$ cat config.mk
export PLATFORM = sky130hd
export DESIGN_NAME = capacitive_touch_key_detector
export DESIGN_NICKNAME = d
export VERILOG_FILES = /design/src/rtl/ctkd_pkg.sv /design/src/rtl/capacitive_touch_key_detector.sv /design/src/rtl/ctkd_alu.sv
export SDC_FILE = /design/constraint.sdc
export NUM_CORES = 1
export LEC_CHECK = 0
export BUFFER_PORTS_ARGS = -buffer_cell sky130_fd_sc_hd__buf_2
export CAP_MARGIN = 10
export CORE_MARGIN = 8
export CORE_UTILIZATION = 62
export CTS_CLUSTER_SIZE = 10
export DETAILED_ROUTE_END_ITERATION = 6
export GPL_ROUTABILITY_DRIVEN = 0
export PLACE_DENSITY = 0.81
export SETUP_SLACK_MARGIN = 0.1
export SYNTH_ARGS = -nofsm -noshare
export SYNTH_HDL_FRONTEND = slang
export SYNTH_SLANG_ARGS = --single-unit
export TNS_END_PERCENT = 50
$ cat constraint.sdc
create_clock -name aclk -period 9.3 [get_ports aclk]
set_clock_uncertainty 0.15 [all_clocks]
set_input_delay 0.93 -clock aclk [delete_from_list [all_inputs] [get_ports aclk]]
set_output_delay 0.93 -clock aclk [all_outputs]
set_load 0.1 [all_outputs]
$ cat src/rtl/ctkd_pkg.sv
// Shared types, codes and constants of the capacitive touch key detector.
// No dependencies; used by every other file but the defines header.
`default_nettype none

package ctkd_pkg;

    localparam int SAMPLE_W   = 16;
    localparam int GRP_W      = 3;
    localparam int LOCK_W     = 2;
    localparam int ALU_W      = 20;   // holds ten times a 16-bit baseline
    localparam int M_TDATA_W  = 40;   // 34 bits of fields, padded to bytes
    localparam int S_TDATA_W  = 16;
    localparam int APB_AW     = 4;

    localparam logic [LOCK_W-1:0] LOCK_SCANS = 2'd3;

    // register indexes (paddr[3:2])
    localparam logic [1:0] REG_REPEAT_MODE = 2'd0;
    localparam logic [1:0] REG_SINGLE_SIZE = 2'd1;
    localparam logic [1:0] REG_REPEAT_SIZE = 2'd2;

    localparam logic [GRP_W-1:0] SINGLE_SIZE_RST = 3'd3;
    localparam logic [GRP_W-1:0] REPEAT_SIZE_RST = 3'd6;

    // s_tuser codes
    localparam logic REQ_SAMPLE  = 1'b0;
    localparam logic REQ_RESTART = 1'b1;

    // m_tuser codes
    localparam logic KIND_CALIB = 1'b0;
    localparam logic KIND_SCAN  = 1'b1;

    typedef struct packed {
        logic             sub;
        logic [ALU_W-1:0] a;
        logic [ALU_W-1:0] b;
    } alu_req_t;

    typedef struct packed {
        logic [ALU_W-1:0] res;
        logic             borrow;   // a < b on a subtract
    } alu_rsp_t;

    // floor(2n/3) for a 3-bit group size
    function automatic logic [GRP_W-1:0] two_thirds(input logic [GRP_W-1:0] n);
        logic [GRP_W-1:0] r;
        case (n)
            3'd0:    r = 3'd0;
            3'd1:    r = 3'd0;
            3'd2:    r = 3'd1;
            3'd3:    r = 3'd2;
            3'd4:    r = 3'd2;
            3'd5:    r = 3'd3;
            3'd6:    r = 3'd4;
            3'd7:    r = 3'd4;
            default: r = 3'd0;
        endcase
        return r;
    endfunction

endpackage

`default_nettype wire

$ cat src/rtl/capacitive_touch_key_detector.sv
// Top level of the capacitive touch key detector: sequencer, calibration
// store, scan state and APB registers. Depends on ctkd_pkg and ctkd_alu.
`default_nettype none

// Capacitive pad touch detector. Each s_ beat carries either one charge-time
// sample (s_tuser = 0) or a restart-calibration request (s_tuser = 1). After
// reset or a restart the first CAL_SAMPLES samples calibrate: they are
// insertion-sorted into a small register store and the baseline is the floor
// mean of the middle six (all of them if fewer than six), reported as one
// calibration beat with a fail flag when the baseline is above 32767.
// Afterwards samples are grouped into scans (single or repeat group size);
// each finished scan gives one verdict beat with the group peak and a pressed
// flag, with a three-scan lockout that repeat mode clears. Sorting, summing,
// compares and scalings go through one shared 20-bit add/subtract unit
// stepped by the sequencer; the divide by the sample count is a multiply by a
// constant reciprocal. The block takes one beat at a time and drops s_tready
// while busy.
// Per beat: a restart is handled in ST_IDLE; a calibration sample passes
// ST_INSERT once per entry it is shifted past (at most CAL_SAMPLES - 1) and
// once to store it, and the sample that completes the set goes on through
// ST_SUM over the middle entries, ST_DIV and the hand-over state ST_DONE; a
// scan sample that does not close its group passes ST_SC_5B, ST_SC_VALID and
// ST_SC_PEAK, and one that closes it goes on through ST_SC_3R to ST_SC_LT and
// ST_DONE, which repeats while the m_ register holds a beat not yet taken. A
// finished result moves to the m_ register as soon as that is free, so one
// result may wait there while the next beat is taken. The calibration store
// needs no clearing: entries are written before they are read.
module capacitive_touch_key_detector #(
    parameter int CAL_SAMPLES = 10     // 5 .. 16
) (
    input  wire                               aclk,
    input  wire                               aresetn,
    // input stream
    input  wire                               s_tvalid,
    output logic                              s_tready,
    input  wire  [ctkd_pkg::S_TDATA_W-1:0]    s_tdata,   // [15:0] sample
    input  wire                               s_tuser,   // [0] req_type
    // result stream
    output logic                              m_tvalid,
    input  wire                               m_tready,
    // [0] calib_fail, [16:1] baseline, [17] pressed, [33:18] group_peak,
    // [39:34] zero
    output logic [ctkd_pkg::M_TDATA_W-1:0]    m_tdata,
    output logic                              m_tuser,   // [0] result_kind
    // configuration
    input  wire                               psel,
    input  wire                               penable,
    input  wire                               pwrite,
    input  wire  [ctkd_pkg::APB_AW-1:0]       paddr,
    input  wire  [31:0]                       pwdata,
    output logic [31:0]                       prdata,
    output logic                              pready
);

    localparam int IW    = (CAL_SAMPLES > 1) ? $clog2(CAL_SAMPLES) : 1;
    localparam int CNT   = (CAL_SAMPLES >= 6) ? 6 : CAL_SAMPLES;
    localparam int LO    = (CAL_SAMPLES >= 6) ? (CAL_SAMPLES - 6) / 2 : 0;
    localparam int SUMW  = ctkd_pkg::SAMPLE_W + $clog2(CNT);
    localparam int SW    = ctkd_pkg::SAMPLE_W;
    localparam int AW    = ctkd_pkg::ALU_W;
    localparam int GW    = ctkd_pkg::GRP_W;
    localparam int LW    = ctkd_pkg::LOCK_W;

    // floor(x * DIV_RECIP / 2^21) equals floor(x / CNT) for any sum of CNT
    // 16-bit samples (CNT of five or six)
    localparam int DIV_SH  = 21;
    localparam int RECIP_W = 20;
    localparam logic [RECIP_W-1:0] DIV_RECIP = RECIP_W'((2 ** DIV_SH + CNT - 1) / CNT);
    localparam int PROD_W  = SUMW + RECIP_W;

    typedef enum logic [3:0] {
        ST_IDLE,
        ST_INSERT,     // one sorted-insertion step per cycle
        ST_SUM,        // add middle entries
        ST_DIV,        // sum times reciprocal of the count
        ST_SC_5B,      // 5 * baseline
        ST_SC_VALID,   // 4s > 5b
        ST_SC_PEAK,    // running peak, group end check
        ST_SC_3R,      // 3 * rval
        ST_SC_GT,      // 3r > 4b
        ST_SC_10B,     // 10 * baseline
        ST_SC_LT,      // r < 10b, lockout
        ST_DONE        // hand result to the output register
    } state_t;

    // --- configuration registers ---
    logic          repeat_mode_reg;
    logic [GW-1:0] single_size_reg;
    logic [GW-1:0] repeat_size_reg;
    logic          cfg_wr;

    assign pready = 1'b1;
    assign cfg_wr = psel & penable & pwrite & pready;

    always_ff @(posedge aclk) begin
        if (!aresetn) begin
            repeat_mode_reg <= 1'b0;
            single_size_reg <= ctkd_pkg::SINGLE_SIZE_RST;
            repeat_size_reg <= ctkd_pkg::REPEAT_SIZE_RST;
        end else if (cfg_wr) begin
            case (paddr[3:2])
                ctkd_pkg::REG_REPEAT_MODE: repeat_mode_reg <= pwdata[0];
                ctkd_pkg::REG_SINGLE_SIZE: single_size_reg <= pwdata[GW-1:0];
                ctkd_pkg::REG_REPEAT_SIZE: repeat_size_reg <= pwdata[GW-1:0];
                default: ;
            endcase
        end
    end

    always_comb begin
        case (paddr[3:2])
            ctkd_pkg::REG_REPEAT_MODE: prdata = {31'd0, repeat_mode_reg};
            ctkd_pkg::REG_SINGLE_SIZE: prdata = {29'd0, single_size_reg};
            ctkd_pkg::REG_REPEAT_SIZE: prdata = {29'd0, repeat_size_reg};
            default:                   prdata = 32'd0;
        endcase
    end

    // --- datapath state ---
    state_t         state_reg;
    logic [SW-1:0]  sample_reg;
    logic [SW-1:0]  store_reg [CAL_SAMPLES];
    logic [IW-1:0]  pos_reg;
    logic [IW-1:0]  calib_count_reg;
    logic [IW-1:0]  sum_idx_reg;
    logic [AW-1:0]  acc_reg;
    logic [SW-1:0]  idle_level_reg;
    logic           calibrated_reg;
    logic [GW-1:0]  group_index_reg;
    logic [SW-1:0]  running_peak_reg;
    logic [GW-1:0]  valid_count_reg;
    logic [LW-1:0]  lockout_reg;
    logic [SW-1:0]  rval_reg;
    logic           gt_reg;
    // pending result
    logic           res_kind_reg;
    logic           res_fail_reg;
    logic           res_pressed_reg;
    logic [SW-1:0]  res_peak_reg;
    // output register
    logic                            m_valid_reg;
    logic [ctkd_pkg::M_TDATA_W-1:0]  m_data_reg;
    logic                            m_user_reg;
    logic                            m_load;

    assign s_tready = (state_reg == ST_IDLE);
    assign m_tvalid = m_valid_reg;
    assign m_tdata  = m_data_reg;
    assign m_tuser  = m_user_reg;
    assign m_load   = (state_reg == ST_DONE) && (!m_valid_reg || m_tready);

    // --- shared unit and its operand selection ---
    ctkd_pkg::alu_req_t alu_req;
    ctkd_pkg::alu_rsp_t alu_rsp;

    ctkd_alu u_alu (
        .req (alu_req),
        .rsp (alu_rsp)
    );

    logic [IW-1:0]     rd_idx;
    logic [SW-1:0]     rd_data;
    logic [GW-1:0]     n_sel;
    logic [GW-1:0]     n_eff;
    logic [GW:0]       idx_inc;
    logic [SW-1:0]     peak_new;
    logic [PROD_W-1:0] quot_prod;
    logic [SW-1:0]     quot;
    logic              hit;
    logic [LW-1:0]     lock_a;
    logic [LW-1:0]     lock_b;

    assign rd_idx   = (state_reg == ST_INSERT)
                    ? ((pos_reg == '0) ? '0 : pos_reg - 1'b1)
                    : sum_idx_reg;
    assign rd_data  = store_reg[rd_idx];

    assign n_sel    = repeat_mode_reg ? repeat_size_reg : single_size_reg;
    assign n_eff    = (n_sel == '0) ? GW'(1) : n_sel;
    assign idx_inc  = {1'b0, group_index_reg} + 1'b1;
    assign peak_new = alu_rsp.borrow ? sample_reg : running_peak_reg;

    // mean of the middle entries
    assign quot_prod = PROD_W'(acc_reg[SUMW-1:0]) * PROD_W'(DIV_RECIP);
    assign quot      = quot_prod[DIV_SH +: SW];

    // lockout update at the end of a scan
    assign hit    = gt_reg & alu_rsp.borrow;
    assign lock_a = repeat_mode_reg ? '0 : lockout_reg;
    assign lock_b = hit ? ctkd_pkg::LOCK_SCANS : lock_a;

    always_comb begin
        alu_req = '0;
        case (state_reg)
            ST_INSERT: begin
                alu_req.sub = 1'b1;
                alu_req.a   = AW'(sample_reg);
                alu_req.b   = AW'(rd_data);
            end
            ST_SUM: begin
                alu_req.a = acc_reg;
                alu_req.b = AW'(rd_data);
            end
            ST_SC_5B: begin
                alu_req.a = AW'({idle_level_reg, 2'b00});
                alu_req.b = AW'(idle_level_reg);
            end
            ST_SC_VALID: begin
                alu_req.sub = 1'b1;
                alu_req.a   = acc_reg;
                alu_req.b   = AW'({sample_reg, 2'b00});
            end
            ST_SC_PEAK: begin
                alu_req.sub = 1'b1;
                alu_req.a   = AW'(running_peak_reg);
                alu_req.b   = AW'(sample_reg);
            end
            ST_SC_3R: begin
                alu_req.a = AW'({rval_reg, 1'b0});
                alu_req.b = AW'(rval_reg);
            end
            ST_SC_GT: begin
                alu_req.sub = 1'b1;
                alu_req.a   = AW'({idle_level_reg, 2'b00});
                alu_req.b   = acc_reg;
            end
            ST_SC_10B: begin
                alu_req.a = AW'({idle_level_reg, 3'b000});
                alu_req.b = AW'({idle_level_reg, 1'b0});
            end
            ST_SC_LT: begin
                alu_req.sub = 1'b1;
                alu_req.a   = AW'(rval_reg);
                alu_req.b   = acc_reg;
            end
            default: alu_req = '0;
        endcase
    end

    // --- sequencer ---
    always_ff @(posedge aclk) begin
        if (!aresetn) begin
            state_reg        <= ST_IDLE;
            calib_count_reg  <= '0;
            idle_level_reg   <= '0;
            calibrated_reg   <= 1'b0;
            group_index_reg  <= '0;
            running_peak_reg <= '0;
            valid_count_reg  <= '0;
            lockout_reg      <= '0;
            m_valid_reg      <= 1'b0;
        end else begin
            if (m_load) begin
                m_valid_reg <= 1'b1;
            end else if (m_valid_reg && m_tready) begin
                m_valid_reg <= 1'b0;
            end

            case (state_reg)
                ST_IDLE: begin
                    if (s_tvalid) begin
                        if (s_tuser == ctkd_pkg::REQ_RESTART) begin
                            calib_count_reg  <= '0;
                            calibrated_reg   <= 1'b0;
                            group_index_reg  <= '0;
                            running_peak_reg <= '0;
                            valid_count_reg  <= '0;
                            lockout_reg      <= '0;
                        end else begin
                            sample_reg <= s_tdata[SW-1:0];
                            pos_reg    <= calib_count_reg;
                            state_reg  <= calibrated_reg ? ST_SC_5B : ST_INSERT;
                        end
                    end
                end

                ST_INSERT: begin
                    if (pos_reg != '0 && alu_rsp.borrow) begin
                        store_reg[pos_reg] <= rd_data;
                        pos_reg            <= pos_reg - 1'b1;
                    end else begin
                        store_reg[pos_reg] <= sample_reg;
                        if (calib_count_reg == IW'(CAL_SAMPLES - 1)) begin
                            calib_count_reg <= '0;
                            acc_reg         <= '0;
                            sum_idx_reg     <= IW'(LO);
                            state_reg       <= ST_SUM;
                        end else begin
                            calib_count_reg <= calib_count_reg + 1'b1;
                            state_reg       <= ST_IDLE;
                        end
                    end
                end

                ST_SUM: begin
                    acc_reg <= alu_rsp.res;
                    if (sum_idx_reg == IW'(LO + CNT - 1)) begin
                        state_reg <= ST_DIV;
                    end else begin
                        sum_idx_reg <= sum_idx_reg + 1'b1;
                    end
                end

                ST_DIV: begin
                    idle_level_reg   <= quot;
                    calibrated_reg   <= 1'b1;
                    group_index_reg  <= '0;
                    running_peak_reg <= '0;
                    valid_count_reg  <= '0;
                    res_kind_reg     <= ctkd_pkg::KIND_CALIB;
                    res_fail_reg     <= quot[SW-1];   // above 32767
                    res_pressed_reg  <= 1'b0;
                    res_peak_reg     <= '0;
                    state_reg        <= ST_DONE;
                end

                ST_SC_5B: begin
                    acc_reg   <= alu_rsp.res;
                    state_reg <= ST_SC_VALID;
                end

                ST_SC_VALID: begin
                    if (alu_rsp.borrow) begin
                        valid_count_reg <= valid_count_reg + 1'b1;
                    end
                    state_reg <= ST_SC_PEAK;
                end

                ST_SC_PEAK: begin
                    if (idx_inc < {1'b0, n_eff}) begin
                        running_peak_reg <= peak_new;
                        group_index_reg  <= idx_inc[GW-1:0];
                        state_reg        <= ST_IDLE;
                    end else begin
                        rval_reg <= (valid_count_reg >= ctkd_pkg::two_thirds(n_eff))
                                  ? peak_new : '0;
                        state_reg <= ST_SC_3R;
                    end
                end

                ST_SC_3R: begin
                    acc_reg   <= alu_rsp.res;
                    state_reg <= ST_SC_GT;
                end

                ST_SC_GT: begin
                    gt_reg    <= alu_rsp.borrow;
                    state_reg <= ST_SC_10B;
                end

                ST_SC_10B: begin
                    acc_reg   <= alu_rsp.res;
                    state_reg <= ST_SC_LT;
                end

                ST_SC_LT: begin
                    lockout_reg      <= (lock_b != '0) ? lock_b - 1'b1 : '0;
                    group_index_reg  <= '0;
                    running_peak_reg <= '0;
                    valid_count_reg  <= '0;
                    res_kind_reg     <= ctkd_pkg::KIND_SCAN;
                    res_fail_reg     <= 1'b0;
                    res_pressed_reg  <= hit & (lock_a == '0);
                    res_peak_reg     <= rval_reg;
                    state_reg        <= ST_DONE;
                end

                ST_DONE: begin
                    if (m_load) begin
                        m_user_reg  <= res_kind_reg;
                        m_data_reg  <= {{(ctkd_pkg::M_TDATA_W - 2 * SW - 2){1'b0}},
                                        res_peak_reg, res_pressed_reg,
                                        idle_level_reg, res_fail_reg};
                        state_reg   <= ST_IDLE;
                    end
                end

                default: state_reg <= ST_IDLE;
            endcase
        end
    end

endmodule

`default_nettype wire

$ cat src/rtl/ctkd_alu.sv
// Shared add/subtract unit of the capacitive touch key detector.
// Depends on ctkd_pkg for the request and response structs.
`default_nettype none

module ctkd_alu (
    input  ctkd_pkg::alu_req_t req,
    output ctkd_pkg::alu_rsp_t rsp
);

    logic [ctkd_pkg::ALU_W:0] sum;
    logic [ctkd_pkg::ALU_W-1:0] b_op;

    assign b_op = req.sub ? ~req.b : req.b;
    assign sum  = {1'b0, req.a} + {1'b0, b_op}
                + {{ctkd_pkg::ALU_W{1'b0}}, req.sub};

    assign rsp.res    = sum[ctkd_pkg::ALU_W-1:0];
    assign rsp.borrow = req.sub & ~sum[ctkd_pkg::ALU_W];

endmodule

`default_nettype wire

Word-level counts from Yosys, hierarchy flattened
Memories as Yosys holds them, arrays and structs flattened.
Cells that the tools add are included.
{"block": "totals", "romBits": 24, "latch_bits": 0, "n_memories": 2, "out_inout_bits": 76, "register_bits": 172, "input_bits": 60, "ram_bits": 160, "wordCells": 185}
{"name": "store_reg", "words": 10, "word_bits": 16, "rd": 1, "rd_ports_with_merged_regs": 0, "wr": 1, "line_no": "capacitive_touch_key_detector.sv:122", "rtl": "logic [SW-1:0] store_reg [CAL_SAMPLES];"}
{"name": "(no name shown)", "words": 8, "word_bits": 3, "rd": 1, "rd_ports_with_merged_regs": 0, "wr": 0, "line_no": "ctkd_pkg.sv:47", "rtl": "case (n)"}
{"block": "op_classes", "mux": 71, "reduce_logical": 41, "bitwise_logic": 10, "n_addsub": 8, "div": 0, "eq_ne": 26, "shift": 0, "multipliers": 1, "n_lt_le_gt_ge": 2}
{"cell": "40-bit one-hot mux with 9 select lines", "n": 1}
{"cell": "16-bit two-way mux", "n": 5}
{"cell": "4-bit two-way mux", "n": 17}
{"cell": "20-bit two-way mux", "n": 3}
{"cell": "16-bit one-hot mux with 3 select lines", "n": 1}
{"cell": "4-bit one-hot mux with 11 select lines", "n": 1}
{"cell": "20-bit one-hot mux with 2 select lines", "n": 1}
{"cell": "19-bit by 18-bit multiplier with 36-bit output, second input constant", "n": 1}
{"cell": "3-bit two-way mux", "n": 11}
{"cell": "16-bit one-hot mux with 2 select lines", "n": 1}
{"cell": "3-bit one-hot mux with 3 select lines", "n": 3}
{"cell": "4-bit one-hot mux with 2 select lines", "n": 3}
{"cell": "20-bit by 20-bit adder with 21-bit output", "n": 1}
{"cell": "21-bit by 1-bit adder with 21-bit output", "n": 1}
{"cell": "4-bit by 3-bit equality test with 1-bit output, second input constant", "n": 5}
{"cell": "4-bit equality test, second input constant", "n": 5}
{"cell": "20-bit NOT", "n": 1}
{"cell": "4-bit AND reduction", "n": 5}
{"cell": "2-bit != test, second input constant", "n": 8}
{"cell": "2-bit nonzero test", "n": 8}
{"cell": "5-bit AND reduction", "n": 3}
{"cell": "1-bit two-way mux", "n": 13}
{"cell": "2-bit two-way mux", "n": 6}
{"cell": "3-bit AND reduction", "n": 4}
{"cell": "29 further kinds", "n": 51}

Depth between registers and ports, before layout
An unclocked memory read counts as a cell.
{"block": "logic_depth", "ltp_word": 17, "ltp_mapped": 28, "mapped_depth_nobuf": 23}

By module
From an unflattened synthesis, not the netlist that was laid out.
{"block": "hier_totals", "cells_unflattened": 1895, "hier_area_um2": 22130.0}
{"module": "capacitive_touch_key_detector", "seq_area_each_um2": 9399.0, "area_each_um2": 20933.8, "cells_each": 1736, "n_inst": 1}
{"module": "ctkd_alu", "seq_area_each_um2": 0.0, "area_each_um2": 1196.1, "cells_each": 159, "n_inst": 1}

Worst setup path after synthesis
Ideal clock, no wire load.
{"block": "synth_path", "kind": "register to register", "startpoint": "register pos_reg[0]", "endpoint": "memory store_reg[0][10] (netlist bit) (data pin)", "synth_period_minus_slack_ns": 6.390, "arrival_time_ns": 5.963, "stages_incl_launch_ff": 27, "setup_time_ns": 0.277, "n_path_buf": 7, "required_time_ns": 8.873, "slack_ns": 2.910, "path_cell_list": "edfxtp_1 inv_1 ha_1 or3b_1 clkbuf_1 nand3_1 and2_1 clkbuf_1 clkbuf_1 clkbuf_1 clkbuf_1 nand2_1 a31oi_1 a21oi_1 mux2i_1 ha_1 a21o_1 a21oi_1 o21bai_1 a2111oi_0 nor3_1 o21a_1 o21ai_1 buf_2 a21oi_1 clkbuf_1 mux2_2"}
{"block": "synth_between", "elab_chain_len": 17, "word_cells_on_any_way": 19, "cone_classes": "add/sub: 3; mux: 9; bitwise: 3; reduce/logical: 3; memory: 1"}
{"element": "start, declared", "line_no": "capacitive_touch_key_detector.sv:123", "rtl": "logic [IW-1:0] pos_reg;"}
{"element": "start signal, assigned", "line_no": "capacitive_touch_key_detector.sv:271", "rtl": "pos_reg <= calib_count_reg;"}
{"element": "start signal, assigned", "line_no": "capacitive_touch_key_detector.sv:280", "rtl": "pos_reg <= pos_reg - 1'b1;"}
{"element": "4-bit by 1-bit subtractor with 4-bit output or 4-bit logical NOT (tied branches)", "line_no": "capacitive_touch_key_detector.sv:174", "rtl": "? ((pos_reg == '0) ? '0 : pos_reg - 1'b1)"}
{"element": "4-bit two-way mux (2 in series)", "line_no": "capacitive_touch_key_detector.sv:174"}
{"element": "memory 10 x 16 bit"}
{"element": "40-bit one-hot mux with 9 select lines", "line_no": "capacitive_touch_key_detector.sv:194", "rtl": "case (state_reg)"}
{"element": "20-bit NOT", "line_no": "ctkd_alu.sv:13", "rtl": "assign b_op = req.sub ? ~req.b : req.b;"}
{"element": "20-bit two-way mux", "line_no": "ctkd_alu.sv:13"}
{"element": "20-bit by 20-bit adder with 21-bit output", "line_no": "ctkd_alu.sv:14", "rtl": "assign sum = {1'b0, req.a} + {1'b0, b_op}"}
{"element": "21-bit by 1-bit adder with 21-bit output", "line_no": "ctkd_alu.sv:15", "rtl": "+ {{ctkd_pkg::ALU_W{1'b0}}, req.sub};"}
{"element": "1-bit NOT", "line_no": "ctkd_alu.sv:18", "rtl": "assign rsp.borrow = req.sub & ~sum[ctkd_pkg::ALU_W];"}
{"element": "1-bit AND", "line_no": "ctkd_alu.sv:18"}
{"element": "1-bit logical AND", "line_no": "capacitive_touch_key_detector.sv:278", "rtl": "if (pos_reg != '0 && alu_rsp.borrow) begin"}
{"element": "1-bit two-way mux", "line_no": "capacitive_touch_key_detector.sv:278"}
{"element": "1-bit two-way mux", "line_no": "capacitive_touch_key_detector.sv:259", "rtl": "case (state_reg)"}
{"element": "1-bit two-way mux", "line_no": "capacitive_touch_key_detector.sv:242", "rtl": "if (!aresetn) begin"}
{"element": "1-bit two-way mux (not written as such)", "line_no": "capacitive_touch_key_detector.sv:282", "rtl": "store_reg[pos_reg] <= sample_reg;"}
{"element": "16-bit two-way mux (no source line) (*)"}
{"element": "end, declared", "line_no": "capacitive_touch_key_detector.sv:122"}
Every way passes the cells marked *; elsewhere a longest branch is shown, timed or not.

Worst setup path after layout
{"block": "layout_path", "startpoint": "register state_reg[0]", "endpoint": "register acc_reg[19], enable pin"}
{"block": "layout_between", "elab_chain_len": 13, "word_cells_on_any_way": 26, "cone_classes": "add/sub: 2; eq/ne: 11; mux: 4; bitwise: 3; reduce/logical: 5; memory: 1"}
{"element": "start, declared", "line_no": "capacitive_touch_key_detector.sv:120", "rtl": "state_t state_reg;"}
{"element": "start signal, assigned", "line_no": "capacitive_touch_key_detector.sv:272", "rtl": "state_reg <= calibrated_reg ? ST_SC_5B : ST_INSERT;"}
{"element": "4-bit by 1-bit equality test with 1-bit output", "line_no": "capacitive_touch_key_detector.sv:173, capacitive_touch_key_detector.sv:194, capacitive_touch_key_detector.sv:259"}
{"element": "4-bit two-way mux", "line_no": "capacitive_touch_key_detector.sv:174"}
{"element": "memory 10 x 16 bit"}
{"element": "40-bit one-hot mux with 9 select lines", "line_no": "capacitive_touch_key_detector.sv:194"}
{"element": "20-bit NOT", "line_no": "ctkd_alu.sv:13"}
{"element": "20-bit two-way mux", "line_no": "ctkd_alu.sv:13"}
{"element": "20-bit by 20-bit adder with 21-bit output", "line_no": "ctkd_alu.sv:14"}
{"element": "21-bit by 1-bit adder with 21-bit output", "line_no": "ctkd_alu.sv:15"}
{"element": "1-bit NOT", "line_no": "ctkd_alu.sv:18"}
{"element": "1-bit AND", "line_no": "ctkd_alu.sv:18"}
{"element": "1-bit logical AND", "line_no": "capacitive_touch_key_detector.sv:278"}
{"element": "2-bit != test (no source line)"}
{"element": "4-bit AND reduction (no source line) (*)"}
{"element": "end signal, assigned", "line_no": "capacitive_touch_key_detector.sv:296", "rtl": "acc_reg <= alu_rsp.res;"}
{"element": "end signal, assigned", "line_no": "capacitive_touch_key_detector.sv:318", "rtl": "acc_reg <= alu_rsp.res;"}
{"element": "end signal, assigned", "line_no": "capacitive_touch_key_detector.sv:342", "rtl": "acc_reg <= alu_rsp.res;"}
{"element": "end, declared", "line_no": "capacitive_touch_key_detector.sv:126", "rtl": "logic [AW-1:0] acc_reg;"}
Marks and branches as above.
A chain may end at the register's enable or synchronous reset.

==> results.md <==
* Total track usage at 0.263
* Finished Cell Area at 23700 sq um
* Pin count of the biggest net entering global routing at 38
* PD cells at 202 nW/um^2
* Non-filler cells, final at 2570
* Status: complete, no violations
* PnR Total Power at 4.81 mW
* Final Hold Fails at 0
* CTS buffer count at 40
* Max cap viols at 0
* Post-CTS Hold Buffers at 0
* Routed vias at 16000
* Clock latency on the worst-skew pair at 0.56 ns
* Post-synthesis async set-or-reset flop share at 0
* DRC violations left at 0
* Setup crit end kind: flop
* H-tree Lvls at 2
* Max reg flops at 160
* First-pass GRT wire length at 86100 um
* Die width at 204 um
* Post-route ant nets at 0
* Number of global-route vias before repair at 16100
* CTS tree: built
* Synth unique cells at 78
* # setup viols final at 0
* First-pass iteration count of the detailed router at 7
* Post-cts repair resize count at 0
* Cells after Synth at 2040
* Max-slew headroom at 0.198
* Clk root buf: clkbuf_16
* CTS max path bufs at 3
* Worst hold-check path type: flop to flop
* CP required at 9.33 ns
* Largest stage delay, worst path at 0.92 ns
* Post-CTS Setup Repair Bufs at 0
* Delay-heaviest family, CP: compound AO/OA/AOI/OAI gates
* Most frequent cells in the layout: edfxtp_1, nand2_1, inv_1
* Max-slew violations at 0
* Achievable Freq at 124 MHz
* Critical path type: flop to flop
* Die area at 41400 sq um
* Tcrit/Tclk final at 0.868
* Initial antenna violation count at 0
* Diode count at 0
* Register area share after synthesis at 0.431
* Area growth syn-to-layout at 8.83%
* Fraction of layout cells with a size suffix above 1 at 0.0946
* Fin nets at 2460
* CTS sink count at 332
* Crit-path slowest cell: a2111oi_0
* CP bufs+invs at 1
* Die height at 204 um
* Critical Path Fanout Max at 31
* Setup_tns at 0 ns
* Syn. warnings at 0
* Vias per cell at 6.22
* CP cell instances: or4b_1 > nand2_1 > and2_2 > buf_4 > nand2_1 > a31oi_1 > a21oi_1 > mux2i_1 > fa_1 > a21o_1 > a21oi_1 > o21bai_1 > a2111oi_0 > nor3_1 > o21a_1 > o21ai_2 > nand3_1 > and3_1
* Main flop type after synthesis: edfxtp_1
* Final Core Density at 0.686
* Peak supply drop at 0.168 mV
* Unrepaired setup endpoints after global routing: no
* Routed length per instance at 21.2 um
* Number of port buffers at 68
* Commonest non-fill, non-tap cell in the layout: edfxtp_1
* Worst Setup Start Kind: flop
* Crit path DAT at 8.10 ns
* I/O pins at 136
* Starting Density at 0.630
* EDFF count, synth at 275
* DP Area at 22600 sq um
* Synth Area per Inst at 10.7 sq um
* Final wirelength at 54400 um
* Row count at 68
* Dpl cells at 2503
* Final min period at 8.07 ns
* Grt ovf at 0
* Clk slew on worst S/H paths at 0.06 ns
* Core area at 34600 sq um
* HPWL Detailed at 39300 um
* Iter 0 DRT Violations at 1626
* Measured slew at the worst slew-check pin at 1.20 ns
* Leak at 10.2 nW
* Mapped Area at 21800 sq um
* Synth Register Bits at 332
-- synth_stat cells, drive strengths merged (4+ instances only) --
library cell  instances  area share
edfxtp              275        0.38
nand2               250       0.043
inv                 220       0.038
ha                  190        0.11
fa                  119        0.11
nand3               103       0.024
nor2                 88       0.015
a21oi                87       0.020
clkbuf               76       0.013
a22oi                60       0.021
dfxtp                57       0.052
buf                  50       0.015
mux2i                44       0.020
o21ai                41      0.0094
and3                 39       0.011
xnor2                27       0.011
nand2b               25      0.0072
a21o                 23      0.0079
a31oi                23      0.0066
nor3                 23      0.0053
a22o                 20      0.0080
mux2                 19      0.0098
nand4                17      0.0049
a311oi               16      0.0064
a221oi               15      0.0060
nor2b                15      0.0043
and2                 10      0.0030
o31ai                 8      0.0030
xor2                  8      0.0032
nor3b                 6      0.0023
or3                   6      0.0017
nand3b                5      0.0017
o21a                  5      0.0017
o21bai                5      0.0017
o41ai                 5      0.0029
or2                   5      0.0014
a211oi                4      0.0014
a21boi                4      0.0014
a32oi                 4      0.0016
o221ai                4      0.0022
-- cell families after synthesis --
logic type | Yosys count | synth area share
muxes | 63 | 0.0300
AOI/OAI and AO/OA | 348 | 0.111
buffers and inverters | 347 | 0.0662
adders and majority gates | 309 | 0.218
other | 2 | 0.000344
and+or+nand+nor | 604 | 0.130
DFF | 332 | 0.431
xor gates and xnor gates | 35 | 0.0141
-- worst register-to-register path: stages, from the launching register on --
cell and delay [ns]:
dfxtp_1 0.72, or4b_1 0.79, nand2_1 0.28, and2_2 0.56, buf_4 0.41, nand2_1 0.10
a31oi_1 0.36, a21oi_1 0.14, mux2i_1 0.20, fa_1 0.46, a21o_1 0.21, a21oi_1 0.23
o21bai_1 0.13, a2111oi_0 0.92, nor3_1 0.19, o21a_1 0.27, o21ai_2 0.63, nand3_1 0.35
and3_1 0.58
-- metrics by stage --
stage                     hold slack [ns]  worst slack, ns
after floorplan                     0.250             2.91
after global placement              0.255             1.52
after detailed placement            0.257             1.44
after CTS                           0.270             1.39
after global routing                0.275            0.692
final                               0.268             1.23
-- cell type report --
cell class              count  area, sq um
flip-flops and latches    332         9400
multi-input cells        1395        11200
inverters                 221          830
repair buffers            101          588
fillers                  2454        10900
well taps                 455          569
clock inverters             6         61.3
clock buffers              60         1090
-- metal layers --
metal  vias to the layer above  GRT usage  wire length [um]
met3                       186     0.0460              4460
met1                      7721      0.326             20900
met5                         -          0                 0
li1                       7270          -                 -
met4                         0      0.150              3050
met2                       797      0.432             26000
-- path summary, 6_finish.rpt --
kind                            startpoint                   endpoint  slack (ns)  depth (start not counted)
max              state_reg[0]$_SDFFE_PN0P_  acc_reg[19]$_SDFFCE_PN0P_        1.23                         18
min          res_peak_reg[4]$_SDFFCE_PN0P_      m_tdata[22]$_DFFE_PP_        0.27                          0
max reg2reg      state_reg[0]$_SDFFE_PN0P_  acc_reg[19]$_SDFFCE_PN0P_        1.23                         18
min reg2reg  res_peak_reg[4]$_SDFFCE_PN0P_      m_tdata[22]$_DFFE_PP_        0.27                          0
-- report_power, final --
group	total [mW]	switching, mW	internal, mW
clock	1.39	0.581	0.807
sequential	1.88	0.0395	1.84
combinational	1.54	1.05	0.483
Power figures use the tool's default switching activity.
